$ cat config.mk
export PLATFORM = sky130hd
export DESIGN_NAME = lbcs_link_mem
export DESIGN_NICKNAME = d
export VERILOG_FILES = /design/src/hdl/lbcs_pkg.sv /design/src/hdl/lbcs_link_mem.sv
export SDC_FILE = /design/constraint.sdc
export NUM_CORES = 2
export LEC_CHECK = 0
export BUFFER_PORTS_ARGS = -buffer_cell sky130_fd_sc_hd__buf_2
export CAP_MARGIN = 10
export CORE_MARGIN = 2
export CORE_UTILIZATION = 35
export CTS_BUF_LIST = sky130_fd_sc_hd__clkbuf_16
export DETAILED_ROUTE_END_ITERATION = 10
export GPL_TIMING_DRIVEN = 1
export HOLD_SLACK_MARGIN = 0.05
export PLACE_DENSITY_LB_ADDON = 0.25
export RECOVER_POWER = 100
export SLEW_MARGIN = 30
export SYNTH_ARGS = -nofsm -noshare
export SYNTH_HDL_FRONTEND = slang
export SYNTH_SLANG_ARGS = --single-unit
$ cat constraint.sdc
create_clock -name clk -period 3 [get_ports clk]
set_clock_uncertainty 0.05 [all_clocks]
set_input_delay 0.15 -clock clk [delete_from_list [all_inputs] [get_ports clk]]
set_output_delay 0.15 -clock clk [all_outputs]
set_load 0.05 [all_outputs]
$ cat src/hdl/lbcs_pkg.sv
package lbcs_pkg;

  localparam int NUM_BLOCKS      = 256;
  localparam int BYTES_PER_BLOCK = 512;
  localparam int NUM_FILES       = 32;

  localparam int BLK_AW  = $clog2(NUM_BLOCKS);
  localparam int OFF_W   = $clog2(BYTES_PER_BLOCK);
  localparam int BYTE_AW = BLK_AW + OFF_W;
  localparam int SLOT_AW = $clog2(NUM_FILES);
  localparam int CNT_W   = $clog2(NUM_BLOCKS + 1);

  // transaction field widths
  localparam int REQ_W    = 2;
  localparam int SLOT_W   = 5;
  localparam int POS_W    = 17;
  localparam int BYTE_W   = 8;
  localparam int LEN_W    = 18;
  localparam int STATUS_W = 3;
  localparam int HEAD_W   = 8;
  localparam int STEP_W   = POS_W - OFF_W;

  // link entries
  localparam int LINK_W = 9;
  localparam logic [LINK_W-1:0] LINK_FREE = '1;
  localparam logic [LINK_W-1:0] LINK_END  = {{(LINK_W-1){1'b1}}, 1'b0};

  // configuration registers
  localparam int BC_W    = 9;
  localparam int SC_W    = 6;
  localparam int APB_AW  = 3;
  localparam int APB_DW  = 32;
  localparam logic [BC_W-1:0] BC_RESET = 9'd256;
  localparam logic [SC_W-1:0] SC_RESET = 6'd32;
  localparam logic REG_BLOCK_COUNT = 1'b0;
  localparam logic REG_SLOT_COUNT  = 1'b1;

  typedef enum logic [REQ_W-1:0] {
    REQ_WRITE   = 2'd0,
    REQ_READ    = 2'd1,
    REQ_RELEASE = 2'd2,
    REQ_CREATE  = 2'd3
  } req_t;

  typedef enum logic [STATUS_W-1:0] {
    ST_OK       = 3'd0,
    ST_BAD_SLOT = 3'd1,
    ST_NO_BLOCK = 3'd2,
    ST_BROKEN   = 3'd3,
    ST_NO_SLOT  = 3'd4,
    ST_PAST_END = 3'd5
  } status_t;

  typedef enum logic [1:0] {
    ALLOC_CREATE,
    ALLOC_HEAD,
    ALLOC_TAIL
  } alloc_tgt_t;

  typedef enum logic [3:0] {
    S_IDLE,
    S_FIND_SLOT,
    S_SLOT_RD,
    S_WALK,
    S_LINK_RD,
    S_DATA_RD,
    S_SCAN_RD,
    S_SCAN_CK,
    S_CLEAR,
    S_ALLOC_DONE,
    S_REL,
    S_REL_RD,
    S_EMIT
  } state_t;

  typedef struct packed {
    logic [LINK_W-1:0] blocks;
    logic [SC_W-1:0]   slots;
  } cfg_eff_t;

  typedef struct packed {
    logic              rd_en;
    logic [BLK_AW-1:0] rd_addr;
    logic              wr_en;
    logic [BLK_AW-1:0] wr_addr;
    logic [LINK_W-1:0] wr_data;
  } link_req_t;

  typedef struct packed {
    logic               rd_en;
    logic               wr_en;
    logic [BYTE_AW-1:0] addr;
    logic [BYTE_W-1:0]  wr_data;
  } byte_req_t;

  typedef struct packed {
    logic               rd_en;
    logic [SLOT_AW-1:0] rd_addr;
    logic               wr_en;
    logic               clr_en;
    logic [SLOT_AW-1:0] wr_addr;
    logic [LINK_W-1:0]  wr_head;
    logic [LEN_W-1:0]   wr_len;
  } slot_req_t;

endpackage

$ cat src/hdl/lbcs_link_mem.sv
module lbcs_link_mem (
  input  logic                        clk,
  input  logic                        rst_n,
  input  lbcs_pkg::link_req_t         req,
  output logic [lbcs_pkg::LINK_W-1:0] rdata
);
  import lbcs_pkg::*;

  logic [LINK_W-1:0]     mem [NUM_BLOCKS];
  logic [NUM_BLOCKS-1:0] vld_r;
  logic [LINK_W-1:0]     data_r;
  logic                  rvld_r;

  // written entries; an unwritten entry reads as free
  always_ff @(posedge clk) begin
    if (!rst_n) begin
      vld_r <= '0;
    end else if (req.wr_en) begin
      vld_r[req.wr_addr] <= 1'b1;
    end
  end

  always_ff @(posedge clk) begin
    if (req.wr_en) begin
      mem[req.wr_addr] <= req.wr_data;
    end
    if (req.rd_en) begin
      data_r <= mem[req.rd_addr];
      rvld_r <= vld_r[req.rd_addr];
    end
  end

  assign rdata = rvld_r ? data_r : LINK_FREE;

endmodule

Word level (Yosys, flattened, before mapping). Memories as Yosys holds them, arrays and structs flattened. A register that Yosys moved wholly into a read port is not among the register bits. Index checks and enable logic that the tools add are counted.

Add/sub/neg operators: 0. $mul: 0. Div/mod/pow operators: 0. $lt $le $gt $ge: 3. Equality and inequality tests: 0. Shifts and indexed selects: 0. Mux-type cells: 7. Bitwise operators: 1. Reduce and logical (&&, ||, !) cells: 1.

Operators with widths (number): $or A256 B256 Y256 (1); $lt A8 B9 Y1 const B (2); $mux W9 (1); $bmux W1 S8 (1); $demux W1 S8 (1); $ge A8 B1 Y1 const B (1); $mux W1 (4); $logic_and A1 B1 Y1 (1).

Bits in registers: 257. Latch bits: 0. RAM bits: 2304. Memory bits (read-only): 0. Input port bits: 29. Output and inout bits: 9. Memories: 1.

Memories: mem (depth 256, width 9, rd ports 1, clocked after memory_dff 1, wr ports 1, RTL line lbcs_link_mem.sv:9) `logic [LINK_W-1:0] mem [NUM_BLOCKS];`.

Longest topological paths before layout.
Depth after elaboration: 5. Mapped depth: 12. Depth with buffers taken out: 6.

Least setup slack after synthesis. OpenSTA, ideal clock, no wires.

Path type: input to register. Start point: input port req[17] (netlist name). End point: memory mem[202][0], enable pin. Setup time: 0.376 ns. Data arrival time: 1.834 ns. Data required time: 2.574 ns. Path slack: 0.741 ns. Stages on the path: 5. Buffers on the path: 3. Path through: clkbuf_1 or4b_2 clkbuf_1 clkbuf_1 nor2_1.

Cells in the longest elaborated chain, start to end: 2.

RTL lines: start, declared (RTL line lbcs_link_mem.sv:4) `input lbcs_pkg::link_req_t req,`; $mux W1 (RTL line lbcs_link_mem.sv:24) `if (req.wr_en) begin`; $mux W1 (not written as such) (RTL line lbcs_link_mem.sv:25) `mem[req.wr_addr] <= req.wr_data;`; end, declared (RTL line lbcs_link_mem.sv:9).

No other way between the ends.

==> key figures <==
Floorplanning
  • Core area: 280000 um^2
  • IO Count: 38
  • Die footprint: 286000 um^2
  • Initial Util: 35.2%
  • Standard-cell rows: 194
  • Die height: 534 um
  • Die Wd: 534 um

Route
  • Via-per-instance ratio: 5.42
  • Post-route antenna net violation count: 0
  • Vias: 52.1k
  • DR pass1 iterations: 8
  • DRT Wirelength: 276000 um
  • Residual DRC count: 0
  • WL per Instance: 28.7 um
  • DRT iter0 DRCs: 5888

Placement
  • Pre-CTS WS: -761 ps
  • Gpl congestion: 0.851
  • DP HPWL: 177000 um
  • PortBufs: 37

Global routing
  • Overflow after GRT: 0
  • Largest net degree at the start of global routing: 101
  • First-pass GRT wire length: 392000 um
  • Total Routing Usage GR: 19.1%
  • Initial antenna violation count: 16
  • Vias in the first global route: 52.4k

Yosys
  • Synth Area in Compound Gates: 5.69%
  • Yosys top cell area share: 70.6%
  • Largest family of logic cells by synthesized area: multiplexers
  • Number of synthesized flops with an enable pin: 2314
  • Synth Area in Simple Gates: 2.33%
  • Sequential fraction of the synthesis area: 75.8%
  • Post-synthesis cell type count: 47
  • Post-synth top cells: 2314 x edfxtp_1, 519 x mux4_2, 290 x nor2_1
  • Synth Flop Type: edfxtp_1
  • Xor and xnor fraction of the mapped netlist area: 0%
  • Synthesized cell area: 98500 um^2
  • Count leader, synth: edfxtp_1
  • Synth Net Count: 4980
  • Mapped Cells: 4951
  • Async SR Flop Fraction: 0%
  • Ys Warns: 0
  • #FFs+latches synth: 2570
  • Synth Area in Adders: 0%
  • Largest cells by area after synthesis: edfxtp_1 71%, mux4_2 12%, dfxtp_1 5.2%
  • Cell taking the most area after synthesis: edfxtp_1
  • Multiplexer share of the synthesized area: 14.4%
  • Mapped Avg Cell Area: 19.9 um^2

Worst setup path
  • Worst Path Arrival: 3520 ps
  • RR Startpoint: mem[91][7]
  • Worst setup EP type: flop
  • Maximum fanout along the worst path: 1
  • Max stage delay cell, worst path: nor4_1
  • Family with the most delay on the worst path: simple AND/OR/NAND/NOR gates
  • Crit path buffers/inverters: 1
  • Worst path cell trace: mux4_2, a22oi_1, a21oi_1, nor4_1, buf_4, nor3_1
  • Critical path's largest stage delay: 820 ps
  • WS Path Type: flop to flop
  • Crit path from: mem[91][7]
  • Worst path required time: 3610 ps
  • CP Launch Type: flop

Hold path
  • HP Start: req[0]
  • Worst Hold Class: primary input to flop

Power
  • Lkg Pwr: 37.1 nW
  • Pwr per Cell Area: 666 nW/um^2
  • Max IR drop VDD: 688 uV

Status
  • Run status: finished, violations left
  • Failing checks: max-capacitance violations, max-slew violations

Layout
  • Filler Cell Count: 24.9k
  • Layout cell share with drive strength beyond 1: 22.8%
  • Nets: 5708
  • Area Growth Syn to Fin: 17.8%

Timing
  • Period minus WS final: 2910 ps
  • Pins Over Slew Limit: 780
  • Final hold violations: 0
  • Rel. slew slack: -75.0%
  • Final period util: 97.1%
  • FMAX: 343 MHz
  • Setup TNS: 0 ps
  • RSZ-0062 raised after global routing: no
  • Setup ws final: 88.3 ps
  • Worst-Margin Slew: 2620 ps
  • Final Setup Violations: 0

CTS
  • CTS Buffer Depth: 4
  • H-tree levels: 5
  • Clock slew at reported path FFs: 70 ps
  • Post-CTS setup buffer count: 0
  • Worst-skew pair later-pin latency: 970 ps
  • TritonCTS clock tree: done
  • CTS Buf Count: 287
  • Total clock sinks: 2570
  • Root Driver: clkbuf_16

Flow run
  • Max cap viols: 11
## through the flow
step / std cells / area [um^2] / hold slack [ps] / util, % / total power (W)
2_1_floorplan: 4951 / 98500 / 199 / - / 0.0418
3_3_place_gp: 9088 / 108000 / 391 / 38.6 / 0.0440
3_5_place_dp: 9090 / 108000 / 398 / 38.7 / 0.0441
4_1_cts: 9618 / 117000 / 118 / 42.0 / 0.0780
5_1_grt: 9622 / 116000 / 160 / 41.5 / 0.0794
6_report: 9624 / 116000 / 177 / 41.5 / 0.0772
## registers in the layout, summed over array words and instances (netlist names)
name / count
vld_r: 256
rvld_r: 1
mem: 2304
data_r: 9
## cell type report
| cell class | instances | area (um^2) | share of cell area, % |
|---|---|---|---|
| clock buffer | 294 | 7360 | 6.34 |
| inverter | 4 | 15.0 | 0.0129 |
| antenna | 5 | 12.5 | 0.0108 |
| sequential | 2570 | 74600 | 64.3 |
| clock inverter | 211 | 1660 | 1.43 |
| tap | 3724 | 4660 | 4.02 |
| multi-input combinational | 2057 | 22200 | 19.1 |
| timing repair buffer | 759 | 5500 | 4.74 |
## cells in the final DEF (no fill, tap or decap), types with 9 or more instances in the layout
cell type / netlist / routed
o21a_1: 256 / 256
dfxtp_1: 256 / 256
o221ai_1: 57 / 57
nand4_1: 11 / 11
nor3_1: 36 / 31
bufinv_16: 0 / 28
nand3_1: 33 / 32
nor2b_1: 14 / 10
a22o_1: 18 / 18
a22oi_1: 176 / 176
o2111ai_1: 9 / 9
a221oi_1: 41 / 41
o22ai_1: 55 / 55
o21ai_1: 10 / 9
nand2b_1: 21 / 20
o21ai_0: 20 / 21
nor2_1: 290 / 284
clkbuf_1: 184 / 312
clkinv_2: 0 / 33
o211ai_1: 18 / 18
clkinv_1: 0 / 64
clkbuf_2: 0 / 35
buf_12: 6 / 78
clkbuf_16: 0 / 294
edfxtp_1: 2314 / 2314
buf_2: 46 / 12
nand2_1: 34 / 34
and2_1: 14 / 13
nor4_1: 36 / 33
a21oi_1: 117 / 117
buf_4: 23 / 286
mux4_2: 519 / 519
mux2i_1: 240 / 240
dlygate4sd3_1: 0 / 23
inv_1: 4 / 76
## worst reg2reg max path: stages (launching register included)
cell and delay [ps]:
edfxtp_1 350, mux4_2 490, a22oi_1 380, a21oi_1 210, nor4_1 820, buf_4 270
nor3_1 50
## final timing paths
| check | endpoint | slack [ps] | cells past startpoint |
|---|---|---|---|
| min | mem[13][0] | 180 | 2 |
| min reg2reg | vld_r[38] | 410 | 1 |
| max reg2reg | data_r[7] | 90 | 6 |
| max | data_r[7] | 90 | 6 |
## cells by family (layout without fill, tap and decap cells)
| logic type | after synthesis | in the layout |
|---|---|---|
| buffers and inverters | 324 | 1268 |
| other | 0 | 5 |
| AO/OA/AOI/OAI | 784 | 784 |
| flip-flops | 2570 | 2570 |
| multiplexers | 765 | 765 |
| AND/OR/NAND/NOR | 508 | 508 |
## where the power goes
part / internal, W / switching, W / leakage (nW)
registers: 0.0391 / 0.0000515 / 22.9
logic: 0.00149 / 0.00262 / 9.57
clock network: 0.0201 / 0.0139 / 4.69
## per-layer routing
| metal | vias to the layer above | wire length, um | track usage, % |
|---|---|---|---|
| met5 | - | 0 | 0 |
| met4 | 0 | 7150 | 5.13 |
| met3 | 394 | 17600 | 3.17 |
| met2 | 1812 | 132000 | 30.8 |
| met1 | 27900 | 119000 | 26.7 |
| li1 | 22000 | - | - |
## repair_timing
item	4_1_cts	5_1_grt
setup endpoints to repair	1	1
hold buffers	23	0
hold endpoints to repair	2633	0
gates resized for setup	1	1
No activity file was read; power rests on OpenSTA's default activity.
