**src/hdl/lbcs_pkg.sv**
```systemverilog
package lbcs_pkg;

  localparam int NUM_BLOCKS      = 256;
  localparam int BYTES_PER_BLOCK = 512;
  localparam int NUM_FILES       = 32;

  localparam int BLK_AW  = $clog2(NUM_BLOCKS);
  localparam int OFF_W   = $clog2(BYTES_PER_BLOCK);
  localparam int BYTE_AW = BLK_AW + OFF_W;
  localparam int SLOT_AW = $clog2(NUM_FILES);
  localparam int CNT_W   = $clog2(NUM_BLOCKS + 1);

  // transaction field widths
  localparam int REQ_W    = 2;
  localparam int SLOT_W   = 5;
  localparam int POS_W    = 17;
  localparam int BYTE_W   = 8;
  localparam int LEN_W    = 18;
  localparam int STATUS_W = 3;
  localparam int HEAD_W   = 8;
  localparam int STEP_W   = POS_W - OFF_W;

  // link entries
  localparam int LINK_W = 9;
  localparam logic [LINK_W-1:0] LINK_FREE = '1;
  localparam logic [LINK_W-1:0] LINK_END  = {{(LINK_W-1){1'b1}}, 1'b0};

  // configuration registers
  localparam int BC_W    = 9;
  localparam int SC_W    = 6;
  localparam int APB_AW  = 3;
  localparam int APB_DW  = 32;
  localparam logic [BC_W-1:0] BC_RESET = 9'd256;
  localparam logic [SC_W-1:0] SC_RESET = 6'd32;
  localparam logic REG_BLOCK_COUNT = 1'b0;
  localparam logic REG_SLOT_COUNT  = 1'b1;

  typedef enum logic [REQ_W-1:0] {
    REQ_WRITE   = 2'd0,
    REQ_READ    = 2'd1,
    REQ_RELEASE = 2'd2,
    REQ_CREATE  = 2'd3
  } req_t;

  typedef enum logic [STATUS_W-1:0] {
    ST_OK       = 3'd0,
    ST_BAD_SLOT = 3'd1,
    ST_NO_BLOCK = 3'd2,
    ST_BROKEN   = 3'd3,
    ST_NO_SLOT  = 3'd4,
    ST_PAST_END = 3'd5
  } status_t;

  typedef enum logic [1:0] {
    ALLOC_CREATE,
    ALLOC_HEAD,
    ALLOC_TAIL
  } alloc_tgt_t;

  typedef enum logic [3:0] {
    S_IDLE,
    S_FIND_SLOT,
    S_SLOT_RD,
    S_WALK,
    S_LINK_RD,
    S_DATA_RD,
    S_SCAN_RD,
    S_SCAN_CK,
    S_CLEAR,
    S_ALLOC_DONE,
    S_REL,
    S_REL_RD,
    S_EMIT
  } state_t;

  typedef struct packed {
    logic [LINK_W-1:0] blocks;
    logic [SC_W-1:0]   slots;
  } cfg_eff_t;

  typedef struct packed {
    logic              rd_en;
    logic [BLK_AW-1:0] rd_addr;
    logic              wr_en;
    logic [BLK_AW-1:0] wr_addr;
    logic [LINK_W-1:0] wr_data;
  } link_req_t;

  typedef struct packed {
    logic               rd_en;
    logic               wr_en;
    logic [BYTE_AW-1:0] addr;
    logic [BYTE_W-1:0]  wr_data;
  } byte_req_t;

  typedef struct packed {
    logic               rd_en;
    logic [SLOT_AW-1:0] rd_addr;
    logic               wr_en;
    logic               clr_en;
    logic [SLOT_AW-1:0] wr_addr;
    logic [LINK_W-1:0]  wr_head;
    logic [LEN_W-1:0]   wr_len;
  } slot_req_t;

endpackage

```
**src/hdl/lbcs_cfg.sv**
```systemverilog
module lbcs_cfg (
  input  logic                        clk,
  input  logic                        rst_n,
  input  logic                        psel,
  input  logic                        penable,
  input  logic                        pwrite,
  input  logic [lbcs_pkg::APB_AW-1:0] paddr,
  input  logic [lbcs_pkg::APB_DW-1:0] pwdata,
  output logic [lbcs_pkg::APB_DW-1:0] prdata,
  output logic                        pready,
  output lbcs_pkg::cfg_eff_t          eff
);
  import lbcs_pkg::*;

  logic [BC_W-1:0] bc_r;
  logic [SC_W-1:0] sc_r;
  logic            wr_fire;

  assign pready  = 1'b1;
  assign wr_fire = psel && penable && pwrite && pready;

  always_ff @(posedge clk) begin
    if (!rst_n) begin
      bc_r <= BC_RESET;
      sc_r <= SC_RESET;
    end else if (wr_fire) begin
      unique case (paddr[2])
        REG_BLOCK_COUNT: bc_r <= pwdata[BC_W-1:0];
        REG_SLOT_COUNT:  sc_r <= pwdata[SC_W-1:0];
        default: ;
      endcase
    end
  end

  always_comb begin
    unique case (paddr[2])
      REG_BLOCK_COUNT: prdata = {{(APB_DW-BC_W){1'b0}}, bc_r};
      REG_SLOT_COUNT:  prdata = {{(APB_DW-SC_W){1'b0}}, sc_r};
      default:         prdata = '0;
    endcase
  end

  // clamp to the built sizes
  assign eff.blocks = (bc_r > LINK_W'(NUM_BLOCKS)) ? LINK_W'(NUM_BLOCKS) : LINK_W'(bc_r);
  assign eff.slots  = (sc_r > SC_W'(NUM_FILES)) ? SC_W'(NUM_FILES) : sc_r;

endmodule

```
**config.mk**
```make
export PLATFORM = sky130hd
export DESIGN_NAME = lbcs_cfg
export DESIGN_NICKNAME = d
export VERILOG_FILES = /design/src/hdl/lbcs_pkg.sv /design/src/hdl/lbcs_cfg.sv
export SDC_FILE = /design/constraint.sdc
export NUM_CORES = 1
export LEC_CHECK = 0
export ABC_CLOCK_PERIOD_IN_PS = 1900
export BUFFER_PORTS_ARGS = -buffer_cell sky130_fd_sc_hd__buf_2
export CAP_MARGIN = 20
export CORE_MARGIN = 2
export CORE_UTILIZATION = 42
export CTS_BUF_LIST = sky130_fd_sc_hd__clkbuf_8
export CTS_CLUSTER_SIZE = 24
export DETAILED_ROUTE_END_ITERATION = 6
export PLACE_DENSITY = 0.95
export SYNTH_ARGS = -nofsm -noshare
export SYNTH_HDL_FRONTEND = slang
export SYNTH_SLANG_ARGS = --single-unit
```
**constraint.sdc**
```tcl
create_clock -name clk -period 1.9 [get_ports clk]
set_clock_uncertainty 0.2 [all_clocks]
set_input_delay 0.095 -clock clk [delete_from_list [all_inputs] [get_ports clk]]
set_output_delay 0.095 -clock clk [all_outputs]
set_load 0.05 [all_outputs]
```
-- Yosys cells after proc, flatten, opt, wreduce, memory -nomap -nowiden
Cells that the tools add are included.
- flip-flop bits (word level): 15
- output and inout bits: 48
- logic and storage cells: 12
- magnitude comparators: 2
- muxes and demuxes: 3
- bitwise logic cells: 1
- reduce and logical (&&, ||, !) cells: 4
- operators with widths (operator ; number):
    $pmux W32 S2 ; 1
    $gt A9 B9 Y1 const B ; 1
    $mux W9 ; 1
    $gt A6 B6 Y1 const B ; 1
    $mux W6 ; 1
    $reduce_and A2 Y1 ; 2
    $logic_and A1 B1 Y1 ; 2
    $not A1 Y1 ; 1

-- Longest topological paths before layout
Gate-level depths: netlist of run 1.
- depth after elaboration: 3
- mapped depth: 3
- mapped depth without buffers: 2

-- Worst setup path before layout of run 1
Ideal clock, no wire load.
- kind: register to output
- start point: register bc_r[8]
- end point: output port prdata[8] (netlist name)
- data arrival time: 1.204 ns
- required time: 1.605 ns
- slack: 0.401 ns
- cell stages (with the launch flop): 3
- path through: dfxtp_1 buf_2 nor2b_1
- longest elaborated chain between the ends: 1
- RTL lines (what ; RTL line ; source):
    from (decl) ; lbcs_cfg.sv:15 ; logic [BC_W-1:0] bc_r;
    from (signal assigned) ; lbcs_cfg.sv:28 ; REG_BLOCK_COUNT: bc_r <= pwdata[BC_W-1:0];
    $pmux W32 S2 ; lbcs_cfg.sv:36 ; unique case (paddr[2])
    to (decl) ; lbcs_cfg.sv:9 ; output logic [lbcs_pkg::APB_DW-1:0] prdata,
Every way passes these cells. The select of a mux whose other input is x is not followed.

-- Final worst setup path of run 1
Same ends and word-level chain as after synthesis.

==> results of run 1 <==
-- cells in the mapped netlist (all sizes together) --
library cell  instances
buf                  29
clkbuf                2
nor2b                20
nand4                 1
mux2i                15
dfxtp                15
and4b                 1
nand2                21
mux2                  6
conb                  2
-- routing by layer --
layer / up-vias / track usage (%) / wire length, um
li1: 394 / - / -
met1: 342 / 15.5 / 803
met2: 41 / 27.1 / 959
met3: 2 / 4.29 / 124
met4: 0 / 6.41 / 15
met5: - / 0 / 0
-- path summary, 6_finish.rpt --
check	slack, ps	cells past startpoint	startpoint	end
worst max-delay path	350	2	bc_r[8]$_SDFFE_PN1P_	prdata[8]
worst min-delay path	60	3	penable	sc_r[3]$_SDFFE_PN0P_
worst max register to register	860	2	bc_r[8]$_SDFFE_PN1P_	bc_r[8]$_SDFFE_PN1P_
worst min register to register	260	2	bc_r[3]$_SDFFE_PN0P_	bc_r[3]$_SDFFE_PN0P_
-- cell families (layout without fill, tap and decap cells) --
logic type / after synthesis / after routing / synth area share, %
buf+inv: 31 / 51 / 23.1
flops: 15 / 15 / 30.2
mux: 21 / 21 / 21.9
other cells: 2 / 24 / 0.755
simple gates: 43 / 43 / 24.0
-- area by class of cell --
type,count,area (um2),area share (%)
Sequential cell,15,300,24.9
Timing Repair Buffer,47,280,23.2
Tap cell,28,35.0,2.90
Clock inverter,1,3.75,0.311
Multi-Input combinational cell,88,547,45.3
Clock buffer,3,41.3,3.42
-- what timing repair did --
action,in CTS,in global routing
hold endpoints to repair,15,0
hold buffers,9,0
endpoints found under the setup margin,0,0
-- where the power goes --
part	switching [uW]	internal [uW]
clock network	109	143
registers	6.37	322
logic	163	45.6
total	278	510
-- flip-flops by register name (all words and copies together), names as in the netlist --
register  count
sc_r          6
bc_r          9
-- stage by stage --
stage	utilization [%]	hold WS, ps	setup slack, ps	total power (uW)	instance area [um2]
5_1_grt	54.1	56.8	296	832	1210
2_1_floorplan	-	37.1	401	542	1080
6_report	54.1	57.0	353	788	1210
3_3_place_gp	48.0	148	634	527	1070
3_5_place_dp	48.0	155	605	529	1070
4_1_cts	54.1	56.7	331	797	1210
-- critical path, cell delays in order (launching register included) --
cell and delay [ps]:
dfxtp_1 580, nor2b_1 170, buf_2 260
==> metrics.yaml, run 1 <==
status: "complete, no violations"
gr-total-overflow: 0
dieArea_um2: 2770
drive_gt1_share_pct: 31.8
synth.top_cell.area_share_pct: 30.2
die_height_um: 52.7
num_vias: 779
worst-endpoint-required_ps: 1600
fin_crit_ps: 1550
antennaDiodeCount: 0
clk_path_buf_depth: 2
ctsResizeCount: 0
vias_per_cell: 4.28
dp.cells: 169
slew_viol_final: 0
place.gp.congestion: 0.613
totalWireLength_mm: 1.90
grt_pass1_vias: 655
port-buffer-count: 38
cts_tree: "built"
syn_to_final_growth_pct: 21.4
timing.setup.tns_ps: 0
cp-start-kind: "flip-flop"
finalHoldViolations: 0
place_hpwl_mm: 1.37
yosys_warnings: 0
core_um2: 2230
ys_seq_area_share_pct: 30.2
clk_latency_ps: 240
synthTopCellsByArea: "dfxtp_1 (30%), buf_4 (19%), mux2i_1 (15%), nor2b_1 (13%), nand2_1 (7.9%)"
grt_antenna_before_repair: 0
crit_fanout: 11
clkSinkCount: 15
avgSynthCellArea_um2: 8.88
ys_ff_latch: 15
end_kind: "output port"
ys_types: 12
netlist_area_um2: 995
cts_max_level: 1
setup_viol: 0
grt_max_degree: 26
drtAntennaViolNets: 0
drc: 0
max-cap-violations: 0
grt_pass1_wl_mm: 2.88
rsz0062_at_grt: "no"
leakagePower_uw: 0.000609
powerDensity_nw_per_um2: 653
drt_first_pass_iters: 3
final_cell_mix: "buf_2 (38), conb_1 (24), nand2_1 (21), nor2b_1 (20)"
fin_crit_sh_pct: 81.4
netlist_instances: 112
vdd_drop_max_v: 0.000477
worstHoldPathType: "input pin to flip-flop"
synth_top_cell_by_area: "dfxtp_1"
critPathKind: "flip-flop to output port"
start_util_pct: 44.5
clk_pin_slew_ps: 60
drt_iter0_markers: 3
post_drt_wl_per_cell_um: 10.5
root_buffer: "clkbuf_8"
numCtsBuffers: 3
final_common_cell: "buf_2"
cts_setup_buffers: 0
die_w_um: 52.7
max_freq_ghz: 0.646
fp-row-count: 17
io-pin-count: 88
fillers: 224
grt_use_total_pct: 14.8
instances_no_fill: 182
nets: 195
critical_path_arrival_ps: 1250
(Power assumes the default switching activity.)
==> inputs of run 2 (changes only) <==
--- a/config.mk
+++ b/config.mk
@@ -5,15 +5,15 @@
 export SDC_FILE = /design/constraint.sdc
 export NUM_CORES = 1
 export LEC_CHECK = 0
-export ABC_CLOCK_PERIOD_IN_PS = 1900
+export ABC_CLOCK_PERIOD_IN_PS = 1300
 export BUFFER_PORTS_ARGS = -buffer_cell sky130_fd_sc_hd__buf_2
 export CAP_MARGIN = 20
 export CORE_MARGIN = 2
-export CORE_UTILIZATION = 42
+export CORE_UTILIZATION = 35
 export CTS_BUF_LIST = sky130_fd_sc_hd__clkbuf_8
 export CTS_CLUSTER_SIZE = 24
 export DETAILED_ROUTE_END_ITERATION = 6
-export PLACE_DENSITY = 0.95
+export PLACE_DENSITY = 0.86
 export SYNTH_ARGS = -nofsm -noshare
 export SYNTH_HDL_FRONTEND = slang
 export SYNTH_SLANG_ARGS = --single-unit
==> constraint.sdc (replaced) <==
create_clock -name clk -period 1.3 [get_ports clk]
set_clock_uncertainty 0.2 [all_clocks]
set_input_delay 0.065 -clock clk [delete_from_list [all_inputs] [get_ports clk]]
set_output_delay 0.065 -clock clk [all_outputs]
set_load 0.05 [all_outputs]
==> metrics.yaml, run 2 (synthesis gave the netlist of run 1 again) <==
totalWireLength_mm: 2.19  # +15%
nets: 198  # +1.5%
cp-start-kind: "flip-flop"
timing.setup.tns_ps: 0  # unchanged
grt_antenna_before_repair: 0  # unchanged
path_cells: "buf_8, nor2b_4, buf_8"
final_cell_mix: "conb_1 (24), nand2_1 (21), buf_2 (20), mux2i_1 (15), buf_6 (11)"
max_freq_ghz: 0.774
place_hpwl_mm: 1.46  # +6.6%
critPathKind: "flip-flop to output port"
gr-total-overflow: 0  # unchanged
status: "complete, no violations"
use_met1_pct: 15.3  # -0.24 points
io-pin-count: 88  # unchanged
rsz0062_at_grt: "yes"
grt_use_total_pct: 13.1  # -1.7 points
grt_pass1_vias: 728  # +11%
grt.busiest_layer: "met2"
cts_max_level: 1  # unchanged
end_kind: "output port"
root_buffer: "clkbuf_8"
crit_fanout: 6  # -5
antennaDiodeCount: 0  # unchanged
critical_path_arrival_ps: 1030  # -220 ps
grt_use_met3_pct: 1.36  # -2.9 points
finalHoldViolations: 0  # unchanged
dpl-instance-area_um2: 1110  # +3.9%
die_w_um: 57.3  # +8.8%
reg_top3: "bc_r x9, sc_r x6"
fp-row-count: 19  # +2
grt_pass1_wl_mm: 3.31  # +15%
worst_slack_ps: 7.67  # -345 ps
cp_slowest_cell: "dfxtp_4"
dp.cells: 175  # +3.6%
largest_reg_flops: 9  # unchanged
grt_max_degree: 26  # unchanged
drt_iter0_markers: 7  # +4
fin_crit_ps: 1290
place.gp.congestion: 0.656  # +7.1%
final_common_cell: "conb_1"
cts_tree: "built"
drive_gt1_share_pct: 43.9  # +12 points
multi_input_area_um2: 619  # +13%
die_height_um: 57.3  # +8.8%
numCtsBuffers: 3  # unchanged
worst-endpoint-required_ps: 1030  # -570 ps
met2_usage_pct: 24.0  # -3.1 points
clk_path_buf_depth: 2  # unchanged
largest_register: "bc_r"
vdd_drop_max_v: 0.000564  # +18%
fin_util_pct: 52.8  # -1.2 points
drt_first_pass_iters: 4  # +1
leakagePower_uw: 0.000657  # +7.8%
crit_top_cell: "buf_8"
dp_slack_ps: 40.8  # -565 ps
final_cell_area_um2: 1440  # +20%
setup_viol: 0  # unchanged
start_util_pct: 36.4  # -8.2 points
syn_to_final_growth_pct: 45.2
instances_no_fill: 188  # +3.3%
max-cap-violations: 0  # unchanged
drtAntennaViolNets: 0  # unchanged
worstHoldPathType: "input pin to flip-flop"
clkSinkCount: 15  # unchanged
clk_latency_ps: 240  # about the same
vias_per_cell: 4.30  # +0.54%
core_um2: 2730  # +22%
fin_crit_sh_pct: 99.4
cp_slowest_stage_delay_ps: 370  # -210 ps
num_vias: 809  # +3.9%
powerDensity_nw_per_um2: 821  # +26%
slew_viol_final: 0  # unchanged
post_drt_wl_per_cell_um: 11.6  # +11%
port-buffer-count: 38  # unchanged
seqCellArea_um2: 313  # +4.2%
dieArea_um2: 3280  # +18%
drc: 0  # unchanged
clk_pin_slew_ps: 60  # about the same
fillers: 246  # +9.8%
==> run 2: layer usage <==
layer / vias to the layer above / wire [um]
li1: 395 / -
met1: 380 / 861
met2: 32 / 1190
met3: 2 / 111
met4: 0 / 22
met5: - / 0
==> run 2: final timing paths <==
kind / start / endpoint / slack, ps / cells after the start
worst max-delay path: bc_r[8]$_SDFFE_PN1P_ / eff[8] / 8 / 3
worst min-delay path: penable / sc_r[5]$_SDFFE_PN1P_ / 20 / 3
worst max register to register: bc_r[8]$_SDFFE_PN1P_ / bc_r[8]$_SDFFE_PN1P_ / 290 / 3
worst min register to register: bc_r[6]$_SDFFE_PN0P_ / bc_r[6]$_SDFFE_PN0P_ / 270 / 2
==> run 2: cell type report <==
class / instances / area share (%)
clock buffers: 3 / 2.86
clock inverters: 1 / 0.347
multi-input cells: 88 / 42.9
flip-flops and latches: 15 / 21.7
well taps: 31 / 2.69
repair buffers: 50 / 29.5
==> run 2: power by group <==
part           leakage (uW)  internal [uW]  total (uW)  switching, uW
combinational      0.000508           88.8         338            249
clock             0.0000255            212         371            159
sequential         0.000123            467         476           8.82
total              0.000657            768        1180            417
==> run 2: stage by stage <==
stage	hold WS [ps]	power [uW]
after global routing	16.9	1240
final	19.3	1180
after global placement	115	778
after floorplan	7.10	794
after CTS	20.8	1180
after detailed placement	125	780
==> run 2: timing repair <==
action / 4_1_cts / 5_1_grt
hold endpoints to repair: 15 / 0
setup buffers: 0 / 0
setup endpoints to repair: 14 / 16
gates resized for setup: 35 / 27
hold buffers: 9 / 0
==> run 2: critical path: cells and delay by family, from the launching register on <==
family	cells	cell delay, ps
flip-flops	1	370
buffers and inverters	2	300
AND/OR/NAND/NOR	1	120
