### src/hdl/lbcs_pkg.sv
package lbcs_pkg;

  localparam int NUM_BLOCKS      = 256;
  localparam int BYTES_PER_BLOCK = 512;
  localparam int NUM_FILES       = 32;

  localparam int BLK_AW  = $clog2(NUM_BLOCKS);
  localparam int OFF_W   = $clog2(BYTES_PER_BLOCK);
  localparam int BYTE_AW = BLK_AW + OFF_W;
  localparam int SLOT_AW = $clog2(NUM_FILES);
  localparam int CNT_W   = $clog2(NUM_BLOCKS + 1);

  // transaction field widths
  localparam int REQ_W    = 2;
  localparam int SLOT_W   = 5;
  localparam int POS_W    = 17;
  localparam int BYTE_W   = 8;
  localparam int LEN_W    = 18;
  localparam int STATUS_W = 3;
  localparam int HEAD_W   = 8;
  localparam int STEP_W   = POS_W - OFF_W;

  // link entries
  localparam int LINK_W = 9;
  localparam logic [LINK_W-1:0] LINK_FREE = '1;
  localparam logic [LINK_W-1:0] LINK_END  = {{(LINK_W-1){1'b1}}, 1'b0};

  // configuration registers
  localparam int BC_W    = 9;
  localparam int SC_W    = 6;
  localparam int APB_AW  = 3;
  localparam int APB_DW  = 32;
  localparam logic [BC_W-1:0] BC_RESET = 9'd256;
  localparam logic [SC_W-1:0] SC_RESET = 6'd32;
  localparam logic REG_BLOCK_COUNT = 1'b0;
  localparam logic REG_SLOT_COUNT  = 1'b1;

  typedef enum logic [REQ_W-1:0] {
    REQ_WRITE   = 2'd0,
    REQ_READ    = 2'd1,
    REQ_RELEASE = 2'd2,
    REQ_CREATE  = 2'd3
  } req_t;

  typedef enum logic [STATUS_W-1:0] {
    ST_OK       = 3'd0,
    ST_BAD_SLOT = 3'd1,
    ST_NO_BLOCK = 3'd2,
    ST_BROKEN   = 3'd3,
    ST_NO_SLOT  = 3'd4,
    ST_PAST_END = 3'd5
  } status_t;

  typedef enum logic [1:0] {
    ALLOC_CREATE,
    ALLOC_HEAD,
    ALLOC_TAIL
  } alloc_tgt_t;

  typedef enum logic [3:0] {
    S_IDLE,
    S_FIND_SLOT,
    S_SLOT_RD,
    S_WALK,
    S_LINK_RD,
    S_DATA_RD,
    S_SCAN_RD,
    S_SCAN_CK,
    S_CLEAR,
    S_ALLOC_DONE,
    S_REL,
    S_REL_RD,
    S_EMIT
  } state_t;

  typedef struct packed {
    logic [LINK_W-1:0] blocks;
    logic [SC_W-1:0]   slots;
  } cfg_eff_t;

  typedef struct packed {
    logic              rd_en;
    logic [BLK_AW-1:0] rd_addr;
    logic              wr_en;
    logic [BLK_AW-1:0] wr_addr;
    logic [LINK_W-1:0] wr_data;
  } link_req_t;

  typedef struct packed {
    logic               rd_en;
    logic               wr_en;
    logic [BYTE_AW-1:0] addr;
    logic [BYTE_W-1:0]  wr_data;
  } byte_req_t;

  typedef struct packed {
    logic               rd_en;
    logic [SLOT_AW-1:0] rd_addr;
    logic               wr_en;
    logic               clr_en;
    logic [SLOT_AW-1:0] wr_addr;
    logic [LINK_W-1:0]  wr_head;
    logic [LEN_W-1:0]   wr_len;
  } slot_req_t;

endpackage

### src/hdl/lbcs_slot_mem.sv
module lbcs_slot_mem (
  input  logic                         clk,
  input  logic                         rst_n,
  input  lbcs_pkg::slot_req_t          req,
  output logic [lbcs_pkg::LINK_W-1:0]  rd_head,
  output logic [lbcs_pkg::LEN_W-1:0]   rd_len,
  output logic [lbcs_pkg::NUM_FILES-1:0] used
);
  import lbcs_pkg::*;

  logic [LINK_W-1:0]    head_mem [NUM_FILES];
  logic [LEN_W-1:0]     len_mem  [NUM_FILES];
  logic [NUM_FILES-1:0] used_r;
  logic [LINK_W-1:0]    head_r;
  logic [LEN_W-1:0]     len_r;
  logic                 rused_r;

  // a slot in use has a head; a free slot has none and zero length
  always_ff @(posedge clk) begin
    if (!rst_n) begin
      used_r <= '0;
    end else if (req.wr_en) begin
      used_r[req.wr_addr] <= 1'b1;
    end else if (req.clr_en) begin
      used_r[req.wr_addr] <= 1'b0;
    end
  end

  always_ff @(posedge clk) begin
    if (req.wr_en) begin
      head_mem[req.wr_addr] <= req.wr_head;
      len_mem[req.wr_addr]  <= req.wr_len;
    end
    if (req.rd_en) begin
      head_r  <= head_mem[req.rd_addr];
      len_r   <= len_mem[req.rd_addr];
      rused_r <= used_r[req.rd_addr];
    end
  end

  assign rd_head = rused_r ? head_r : LINK_FREE;
  assign rd_len  = rused_r ? len_r : '0;
  assign used    = used_r;

endmodule

### config.mk
export PLATFORM = sky130hd
export DESIGN_NAME = lbcs_slot_mem
export DESIGN_NICKNAME = d
export VERILOG_FILES = /design/src/hdl/lbcs_pkg.sv /design/src/hdl/lbcs_slot_mem.sv
export SDC_FILE = /design/constraint.sdc
export NUM_CORES = 1
export LEC_CHECK = 0
export ABC_AREA = 1
export BUFFER_PORTS_ARGS = -buffer_cell sky130_fd_sc_hd__buf_4
export CAP_MARGIN = 25
export CORE_MARGIN = 4
export CORE_UTILIZATION = 65
export CTS_BUF_LIST = sky130_fd_sc_hd__clkbuf_2 sky130_fd_sc_hd__clkbuf_4 sky130_fd_sc_hd__clkbuf_8
export CTS_CLUSTER_DIAMETER = 50
export CTS_CLUSTER_SIZE = 10
export DETAILED_ROUTE_END_ITERATION = 6
export GPL_TIMING_DRIVEN = 0
export MAX_ROUTING_LAYER = met4
export PLACE_DENSITY_LB_ADDON = 0.1
export SYNTH_ARGS = -nofsm -noshare
export SYNTH_HDL_FRONTEND = slang
export SYNTH_SLANG_ARGS = --single-unit
### constraint.sdc
create_clock -name clk -period 3.3 [get_ports clk]
set_input_delay 0.66 -clock clk [delete_from_list [all_inputs] [get_ports clk]]
set_output_delay 0.66 -clock clk [all_outputs]
set_load 0.05 [all_outputs]
# Yosys cells after proc, flatten, opt, wreduce, memory -nomap -nowiden
# Memory sizes are Yosys's and may differ from the RTL's. A register that Yosys moved wholly into a read port is not among the register bits.
# Index checks and enable logic that the tools add are counted.
[op_classes]
magnitude_cmp = 3
mux = 10
bitwise_logic = 3
n_reduce_logical = 2
[op_table]
columns = ["cell", "n"]
rows = [
  ["two-way mux 32 bit", 2],
  ["AND 32 bit", 1],
  ["inverter 32 bit", 1],
  ["bitwise OR 32 bit", 1],
  ["two-way mux 18 bit", 1],
  ["less-than comparator 5 x 6 -> 1 bit (second input constant)", 2],
  ["two-way mux 9 bit", 1],
  ["binary-select mux 1 bit (select 5 bit)", 1],
  ["demux 1 bit (select 5 bit)", 1],
  ["greater-or-equal comparator 5 x 1 -> 1 bit (second input constant)", 1],
  ["two-way mux 1 bit", 4],
  ["nonzero test 2 bit", 1],
  ["logical AND 1 bit", 1],
]
[word_totals]
register_bits = 33
mem_bits_rw = 864
output_inout_bits = 59
n_memories = 2
[memory_table]
columns = ["name", "words", "word_bits", "rd", "rd_clocked_by_memory_dff", "wr", "line_no", "rtl"]
rows = [
  ["len_mem", 32, 18, 1, 1, 1, "lbcs_slot_mem.sv:12", "logic [LEN_W-1:0] len_mem [NUM_FILES];"],
  ["head_mem", 32, 9, 1, 1, 1, "lbcs_slot_mem.sv:11", "logic [LINK_W-1:0] head_mem [NUM_FILES];"],
]

# Logic depth before layout (Yosys ltp)
# Gate-level depths: netlist of the first run.
[logic_depth]
depth_word = 8
depth_mapped = 12

# Least setup slack after synthesis of the first run
# OpenSTA, ideal clock, no wires.
[synth_timing]
path_kind = "input port to flip-flop"
startpoint = "input req[31] (netlist name)"
endpoint = "memory head_mem[20][0], enable pin"
setup_ps = 412
arrival_time_ps = 2196
required_time_ps = 2888
setup_slack_ps = 691
stages = 3
n_path_buf = 1
cell_sequence = "buf_2 nand4_1 nor2_1"
[synth_lines]
columns = ["item", "line_no", "rtl"]
rows = [
  ["start, declared", "lbcs_slot_mem.sv:4", "input lbcs_pkg::slot_req_t req,"],
  ["end, declared", "lbcs_slot_mem.sv:11", ""],
]
# No word-level cell before the write port.

# Worst setup path in the final report of the first run
[layout_timing]
startpoint = "register rused_r"
endpoint = "output rd_len[11] (netlist name)"
[layout_via]
elab_chain_len = 1
[layout_lines]
columns = ["item", "line_no", "rtl"]
rows = [
  ["start, declared", "lbcs_slot_mem.sv:16", "logic rused_r;"],
  ["start signal, assigned", "lbcs_slot_mem.sv:37", "rused_r <= used_r[req.rd_addr];"],
  ["two-way mux 18 bit", "lbcs_slot_mem.sv:42", "assign rd_len = rused_r ? len_r : '0;"],
  ["end, declared", "lbcs_slot_mem.sv:6", "output logic [lbcs_pkg::LEN_W-1:0] rd_len,"],
]
# No other way between the ends.

==> summary.md, run 1 <==
| Metric | Value |
|---|---|
| Worst Hold Class | `input pin to register` |
| Clock net sink count | `924` |
| Initial core utilization | `65.7%` |
| Synth Area in Compound Gates | `0.488%` |
| Ports | `101` |
| Post-route minimum period | `3.17 ns` |
| Detailed-routing iteration count for the pre-antenna-repair pass | `5` |
| Data arrival time at the worst-slack endpoint | `2.51 ns` |
| Leading area contributor after synthesis | `sky130_fd_sc_hd__edfxtp_1` |
| Largest driver fanout on the critical path | `10` |
| Area growth syn-to-layout | `10.4%` |
| Reg2Reg Launch Point | `len_mem[9][8]` |
| Worst IR Drop VDD | `0.000411 V` |
| Fraction of post-synthesis cell area in the top cell type by area | `70.6%` |
| Setup repair after global routing missed its margin | `no` |
| TritonCTS clock tree | `done` |
| GR Util All Layers | `36.4%` |
| Share of the clock period used by the worst path after layout | `96.1%` |
| Root cell of the clock tree | `sky130_fd_sc_hd__clkbuf_8` |
| Vias in the first global route | `25716` |
| Via Count | `26618` |
| Final wirelength | `112000 um` |
| Register area share after synthesis | `72.3%` |
| Kind of launch point of the worst setup path | `register` |
| Leakage | `16.0 nW` |
| Die width | `250 um` |
| CTS clk-pin slew, worst paths | `0.08 ns` |
| Mapped cell area | `37900 um^2` |
| Share of the synthesized netlist area taken by xor and xnor gates | `0%` |
| Total non-filler cell area in the finished layout | `41900 um^2` |
| YS warnings | `0` |
| Cell area after placement | `40100 um^2` |
| Number of enable-type register cells in the synthesized netlist | `892` |
| Crit. End Element | `primary output` |
| Maximum number of pins on one net before global-route repair | `33` |
| Initial antenna violation count | `5` |
| Remaining number of nets flagged by the antenna check after routing | `0` |
| Synthesized Nets | `3358` |
| Run status | `finished clean` |
| Number of buffers on the longest clock path | `3` |
| Detailed Place HPWL | `74500 um` |
| Floorplan Core Area | `57700 um^2` |
| Final weighted congestion in routability-driven placement | `0.987` |
| Worst slew margin relative to its limit | `29.3%` |
| Total die area | `62300 um^2` |
| Source of the critical timing path | `rused_r` |
| Worst setup slack after placement | `0.181 ns` |
| Routed via count divided by cell count | `6.14` |
| Die H | `250 um` |
| Starting DRT DRC Count | `3732` |
| Slew @ Worst Pin | `1.06 ns` |
| Skew final | `0.0317 ns` |
| Max_cap viols | `0` |
| Total clock buffers created by CTS | `104` |
| Fraction of final layout cells sized beyond drive strength 1 | `12.2%` |
| Power Dens Cells | `526 nW/um^2` |
| Buffers added on ports | `96` |
| Number of fill cells | `3987` |
| Clock insertion delay at the later pin of the skew report | `0.73 ns` |
| Number of cells produced by synthesis | `3316` |
| Synth area leaders | `sky130_fd_sc_hd__edfxtp_1 (71%), sky130_fd_sc_hd__nand2_1 (13%), sky130_fd_sc_hd__nand3_1 (9.3%)` |
| Predominant post-synthesis flop cell | `sky130_fd_sc_hd__edfxtp_1` |
| Distinct cell type count after synthesis | `21` |
| Total of hold buffers inserted after clock tree synthesis | `0` |
| Type of the worst setup path | `register to primary output` |
| Fraction of synthesized area in multiplexers | `0%` |
| Adder and majority gate portion of the synthesized area | `0%` |
| Drt wl/cell | `25.8 um` |
| Wire length of the first global-routing pass | `161000 um` |
| Dominant combinational cell family by area after synthesis | `simple AND/OR/NAND/NOR gates` |
| Total global routing overflow | `0` |
| Worst endpoint required time | `2.64 ns` |
| Final standard cell utilization of the core | `72.6%` |
| Total power after layout | `22.0 mW` |
| Number of rows created at floorplan | `88` |
| Setup violators final | `0` |
| Total count of max-transition violations in the final report | `0` |
| Final net count | `3582` |
| Highest clock frequency the design can meet | `315 MHz` |
| Synthesized area divided by synthesized cell count | `11.4 um^2` |
| Simple-gate area share of the yosys netlist | `23.0%` |
| Synthesis-stage register bit count | `924` |
| Startpoint of the worst hold path | `req[32]` |
| Share of flip-flops with an asynchronous set or reset | `0%` |
| Final setup margin | `0.130 ns` |
| Hold Vio Cnt, Final | `0` |
| Total DRC errors in the routed layout | `0` |
| Total number of H-tree levels | `3` |
## cells by family (layout without fill, tap and decap cells)
logic type | Yosys count | after routing
AOI/OAI and AO/OA | 36 | 36
buffers and inverters | 281 | 534
DFF | 924 | 924
other | 0 | 4
and+or+nand+nor | 2075 | 2075
## state kept, by name (all words and copies together), names as in the netlist, named ones only
signal	count
head_r	9
rused_r	1
len_r	18
len_mem	576
head_mem	288
## routing by layer
metal	wire length (um)	up-vias	GRT usage [%]
li1	-	11840	-
met1	39600	12661	46.7
met2	53200	1770	57.4
met3	13200	347	6.44
met4	5730	0	17.1
met5	0	-	-
## worst max-delay path, stage by stage (launching register included)
cell                       delay [ns]
sky130_fd_sc_hd__edfxtp_1        0.33
sky130_fd_sc_hd__clkbuf_1        0.49
sky130_fd_sc_hd__clkbuf_2        0.43
sky130_fd_sc_hd__nand2_1         0.24
sky130_fd_sc_hd__inv_1           0.10
sky130_fd_sc_hd__buf_4           0.20
## layout by cell type, fill, tap and decap left out
cell type	instances
sky130_fd_sc_hd__nor2_1	17
sky130_fd_sc_hd__inv_4	1
sky130_fd_sc_hd__bufinv_16	1
sky130_fd_sc_hd__nor2_2	1
sky130_fd_sc_hd__nor2_4	1
sky130_fd_sc_hd__nor3_2	1
sky130_fd_sc_hd__clkbuf_1	30
sky130_fd_sc_hd__inv_2	16
sky130_fd_sc_hd__nand4_1	2
sky130_fd_sc_hd__dfxtp_1	32
sky130_fd_sc_hd__clkbuf_4	21
sky130_fd_sc_hd__buf_12	2
sky130_fd_sc_hd__edfxtp_1	892
sky130_fd_sc_hd__diode_2	4
sky130_fd_sc_hd__clkinv_4	1
sky130_fd_sc_hd__a21oi_1	32
sky130_fd_sc_hd__buf_2	81
sky130_fd_sc_hd__buf_16	18
sky130_fd_sc_hd__clkinv_1	2
sky130_fd_sc_hd__nand2_1	1342
sky130_fd_sc_hd__o31ai_1	2
sky130_fd_sc_hd__inv_6	3
sky130_fd_sc_hd__nand3_1	708
sky130_fd_sc_hd__clkbuf_2	2
sky130_fd_sc_hd__clkinvlp_4	2
sky130_fd_sc_hd__buf_4	138
sky130_fd_sc_hd__buf_1	14
sky130_fd_sc_hd__nor3_4	3
sky130_fd_sc_hd__buf_8	3
sky130_fd_sc_hd__buf_6	33
sky130_fd_sc_hd__o21ai_0	2
sky130_fd_sc_hd__clkbuf_8	106
sky130_fd_sc_hd__inv_1	60
## final cells by class
type                    count  area [um^2]  area share (%)
plain buffers             203         1280            3.06
inverters                  78          300           0.717
multi-input cells        2111         8920            21.3
well taps                 765          957            2.29
clock inverters             8         78.8           0.188
flip-flops and latches    924        27400            65.5
diodes                      4         10.0          0.0239
clock buffers             127         1620            3.86
repair buffers            118         1290            3.07
## path summary, 6_finish.rpt
check | slack, ns | depth (start not counted) | end
max | 0.13 | 5 | rd_len[11]
min | 0.25 | 4 | register
max reg2reg | 1.80 | 8 | len_r[8]
min reg2reg | 0.50 | 2 | register
## metrics by stage
stage / hold WS, ns / TNS [ns] / std cells
2_1_floorplan: 0.691 / 0 / 3316
3_3_place_gp: 0.482 / -51.02 / 4177
3_5_place_dp: 0.488 / 0 / 4198
4_1_cts: 0.215 / 0 / 4333
5_1_grt: 0.261 / 0 / 4337
6_report: 0.251 / 0 / 4338
## timing repair
item,CTS,global route
setup endpoints to repair,5,0
setup buffers,0,0
resized for setup,2,0
## Yosys cell counts, types with 14 or more instances
cell type and n:
sky130_fd_sc_hd__nor2_1 19, sky130_fd_sc_hd__dfxtp_1 32, sky130_fd_sc_hd__inv_1 71, sky130_fd_sc_hd__a21oi_1 32
sky130_fd_sc_hd__nand3_1 708, sky130_fd_sc_hd__edfxtp_1 892, sky130_fd_sc_hd__buf_2 81, sky130_fd_sc_hd__clkbuf_1 32
sky130_fd_sc_hd__buf_1 14, sky130_fd_sc_hd__buf_6 33, sky130_fd_sc_hd__buf_4 42, sky130_fd_sc_hd__nand2_1 1342
## where the power goes
part	switching [mW]	internal [mW]
logic	1.45	0.491
clock network	3.82	3.21
registers	0.0458	13.0
total	5.31	16.7
Power figures use the tool's default switching activity.
==> inputs of run 2 (changes only) <==
--- a/config.mk
+++ b/config.mk
@@ -20,3 +20,4 @@
 export SYNTH_ARGS = -nofsm -noshare
 export SYNTH_HDL_FRONTEND = slang
 export SYNTH_SLANG_ARGS = --single-unit
+export TNS_END_PERCENT = 5
==> constraint.sdc (replaced) <==
create_clock -name clk -period 3.3 [get_ports clk]
set_input_delay 0.495 -clock clk [delete_from_list [all_inputs] [get_ports clk]]
set_output_delay 0.495 -clock clk [all_outputs]
set_load 0.05 [all_outputs]
==> summary.md, run 2 (same netlist as run 1, synthesis figures left out) <==
| Metric | Value |
|---|---|
| Run status | `finished clean (unchanged)` |
| Register bank with the most flops | `len_mem (unchanged)` |
| Number of cells on the worst hold path | `4 (unchanged)` |
| Initial antenna violation count | `5 (unchanged)` |
| Number of fill cells | `3988 (was 3987)` |
| Cell with the biggest individual delay on the critical path | `sky130_fd_sc_hd__clkbuf_1 (unchanged)` |
| Total DRC errors in the routed layout | `0 (unchanged)` |
| Wire length of the first global-routing pass | `161000 um (about the same)` |
| Reg2Reg Launch Point | `len_mem[9][8] (unchanged)` |
| Slew @ Worst Pin | `1.09 ns (was 1.06 ns)` |
| Setup repair after global routing missed its margin | `no (unchanged)` |
| Delay of the slowest critical-path stage | `0.60 ns (was 0.49 ns)` |
| Clock insertion delay at the later pin of the skew report | `0.73 ns (about the same)` |
| Via Count | `26780 (was 26618)` |
| Number of rows created at floorplan | `88 (unchanged)` |
| Starting DRT DRC Count | `3761 (was 3732)` |
| Worst IR Drop VDD | `0.000411 V (about the same)` |
| Detailed-routing iteration count for the pre-antenna-repair pass | `6 (was 5)` |
| Hold Vio Cnt, Final | `0 (unchanged)` |
| Final standard cell utilization of the core | `72.6% (about the same)` |
| Floorplan Core Area | `57700 um^2 (unchanged)` |
| Cell area after placement | `40100 um^2 (unchanged)` |
| Worst slew margin relative to its limit | `27.6% (was 29.3%)` |
| Post-route minimum period | `3.21 ns (was 3.17 ns)` |
| Total clock buffers created by CTS | `104 (unchanged)` |
| Final weighted congestion in routability-driven placement | `0.987 (unchanged)` |
| Crit. End Element | `primary output (unchanged)` |
| Flip-flop count of the largest register after layout | `576 (unchanged)` |
| Ordered list of cells on the worst path | `clkbuf_1 > clkbuf_1 > nand2_1 > buf_4 (was clkbuf_1 > clkbuf_2 > nand2_1 > inv_1 > buf_4)` |
| Die width | `250 um (unchanged)` |
| Kind of launch point of the worst setup path | `register (unchanged)` |
| Flop-to-flop setup slack | `1.78 ns (was 1.80 ns)` |
| Drt wl/cell | `25.7 um (was 25.8 um)` |
| Fraction of final layout cells sized beyond drive strength 1 | `12.1% (was 12.2%)` |
| Leakage | `16.0 nW (about the same)` |
| Final net count | `3582 (unchanged)` |
| Type of the worst setup path | `register to primary output (unchanged)` |
| Area growth syn-to-layout | `10.4% (about the same)` |
| Max_cap viols | `0 (unchanged)` |
| Worst path top cell family by delay | `buffers and inverters (unchanged)` |
| R2R depth | `8 (unchanged)` |
| Skew final | `0.0285 ns (was 0.0317 ns)` |
| Total count of max-transition violations in the final report | `0 (unchanged)` |
| Maximum number of pins on one net before global-route repair | `33 (unchanged)` |
| Commonest cells after routing, fill and taps aside | `sky130_fd_sc_hd__nand2_1 (1342), sky130_fd_sc_hd__edfxtp_1 (892), sky130_fd_sc_hd__nand3_1 (708) (unchanged)` |
| Routed via count divided by cell count | `6.17 (was 6.14)` |
| Ports | `101 (unchanged)` |
| Detailed Place HPWL | `74500 um (unchanged)` |
| Highest clock frequency the design can meet | `312 MHz (was 315 MHz)` |
| Total non-filler cell area in the finished layout | `41900 um^2 (about the same)` |
| Share of the clock period used by the worst path after layout | `97.2% (was 96.1%)` |
| Total die area | `62300 um^2 (unchanged)` |
| Clock net sink count | `924 (unchanged)` |
| Number of standard cells in the layout, taps in and fillers out | `4337 (was 4338)` |
| Setup violators final | `0 (unchanged)` |
| Data arrival time at the worst-slack endpoint | `2.71 ns (was 2.51 ns)` |
| Power Dens Cells | `527 nW/um^2 (was 526 nW/um^2)` |
| Remaining number of nets flagged by the antenna check after routing | `0 (unchanged)` |
| Total number of H-tree levels | `3 (unchanged)` |
| Final wirelength | `112000 um (about the same)` |
| Worst setup slack after placement | `0.346 ns (was 0.181 ns)` |
| Top flop regs | `len_mem: 576 flops, head_mem: 288 flops, len_r: 18 flops (unchanged)` |
| Cell occurring most often along the worst timing path | `sky130_fd_sc_hd__clkbuf_1` |
| Buffers added on ports | `96 (unchanged)` |
| Total of hold buffers inserted after clock tree synthesis | `0 (unchanged)` |
| Initial core utilization | `65.7% (unchanged)` |
| Startpoint of the worst hold path | `req[32] (unchanged)` |
| Number of buffers on the longest clock path | `3 (unchanged)` |
| CTS clk-pin slew, worst paths | `0.08 ns (about the same)` |
| Number of placed cells counting well taps | `4198 (unchanged)` |
| GR Util All Layers | `36.4% (unchanged)` |
| Total global routing overflow | `0 (unchanged)` |
| Number of buffer and inverter stages on the critical path | `3 (was 4)` |
| Worst Hold Class | `input pin to register (unchanged)` |
| TritonCTS clock tree | `done (unchanged)` |
| Root cell of the clock tree | `sky130_fd_sc_hd__clkbuf_8 (unchanged)` |
| Endpoint of the most critical register-to-register path | `len_r[8] (unchanged)` |
| Die H | `250 um (unchanged)` |
| Vias in the first global route | `25719 (was 25716)` |
| Worst endpoint required time | `2.80 ns (was 2.64 ns)` |
| Largest driver fanout on the critical path | `10 (unchanged)` |
| Final setup margin | `0.0929 ns (was 0.130 ns)` |
| Commonest non-fill, non-tap cell in the layout | `sky130_fd_sc_hd__nand2_1 (unchanged)` |
-- run 2: timing repair --
action | CTS | global route
endpoints found under the hold margin | 0 | 0
resized for setup | 1 | 0
setup endpoints to repair | 1 | 0
buffers inserted | 0 | 0
-- run 2: metrics by stage --
step                hold slack (ns)  power [mW]  TNS [ns]
CTS                          0.0505        22.0         0
finish                       0.0891        22.0         0
floorplan                     0.594        14.4         0
detailed placement            0.488        15.2         0
global placement              0.482        15.1    -24.33
global route                 0.0964        22.7         0
-- run 2: routing by layer --
metal / wire (um) / global-route usage [%]
met2: 53100 / 57.4
met5: 0 / -
met1: 39700 / 46.7
met3: 12900 / 6.44
met4: 5790 / 17.1
-- run 2: how the worst max path moves through the flow --
stage | start | to | cells past startpoint
3_3_place_gp | req[27] | len_mem[28][4] | 4
6_report | rused_r | rd_head[4] | 4
5_1_grt | rused_r | rd_head[4] | 4
2_1_floorplan | req[31] | head_mem[20][0] | 3
4_1_cts | rused_r | rd_head[4] | 4
3_5_place_dp | req[27] | len_mem[10][0] | 6
-- run 2: worst min-delay path: cells and delay by family --
family,cells,cell delay (ns)
AO/OA/AOI/OAI,1,0.05
buffers and inverters,1,0.10
AND/OR/NAND/NOR,2,0.13
-- run 2: final cells by class --
cell class,count,area [um^2],share of cell area [%]
sequential,924,27400,65.5
multi-input combinational,2111,8920,21.3
clock buffer,127,1620,3.86
timing repair buffer,118,1290,3.07
buffer,203,1280,3.06
tap,765,957,2.29
inverter,78,300,0.717
clock inverter,8,78.8,0.188
antenna,3,7.51,0.0179
-- run 2: report_power, final --
group          internal (mW)  switching, mW  total [mW]  leakage, nW
clock                   3.21           3.83        7.04        0.890
sequential              13.0         0.0456        13.1         8.32
combinational          0.490           1.45        1.94         6.76
total                   16.7           5.32        22.0         16.0
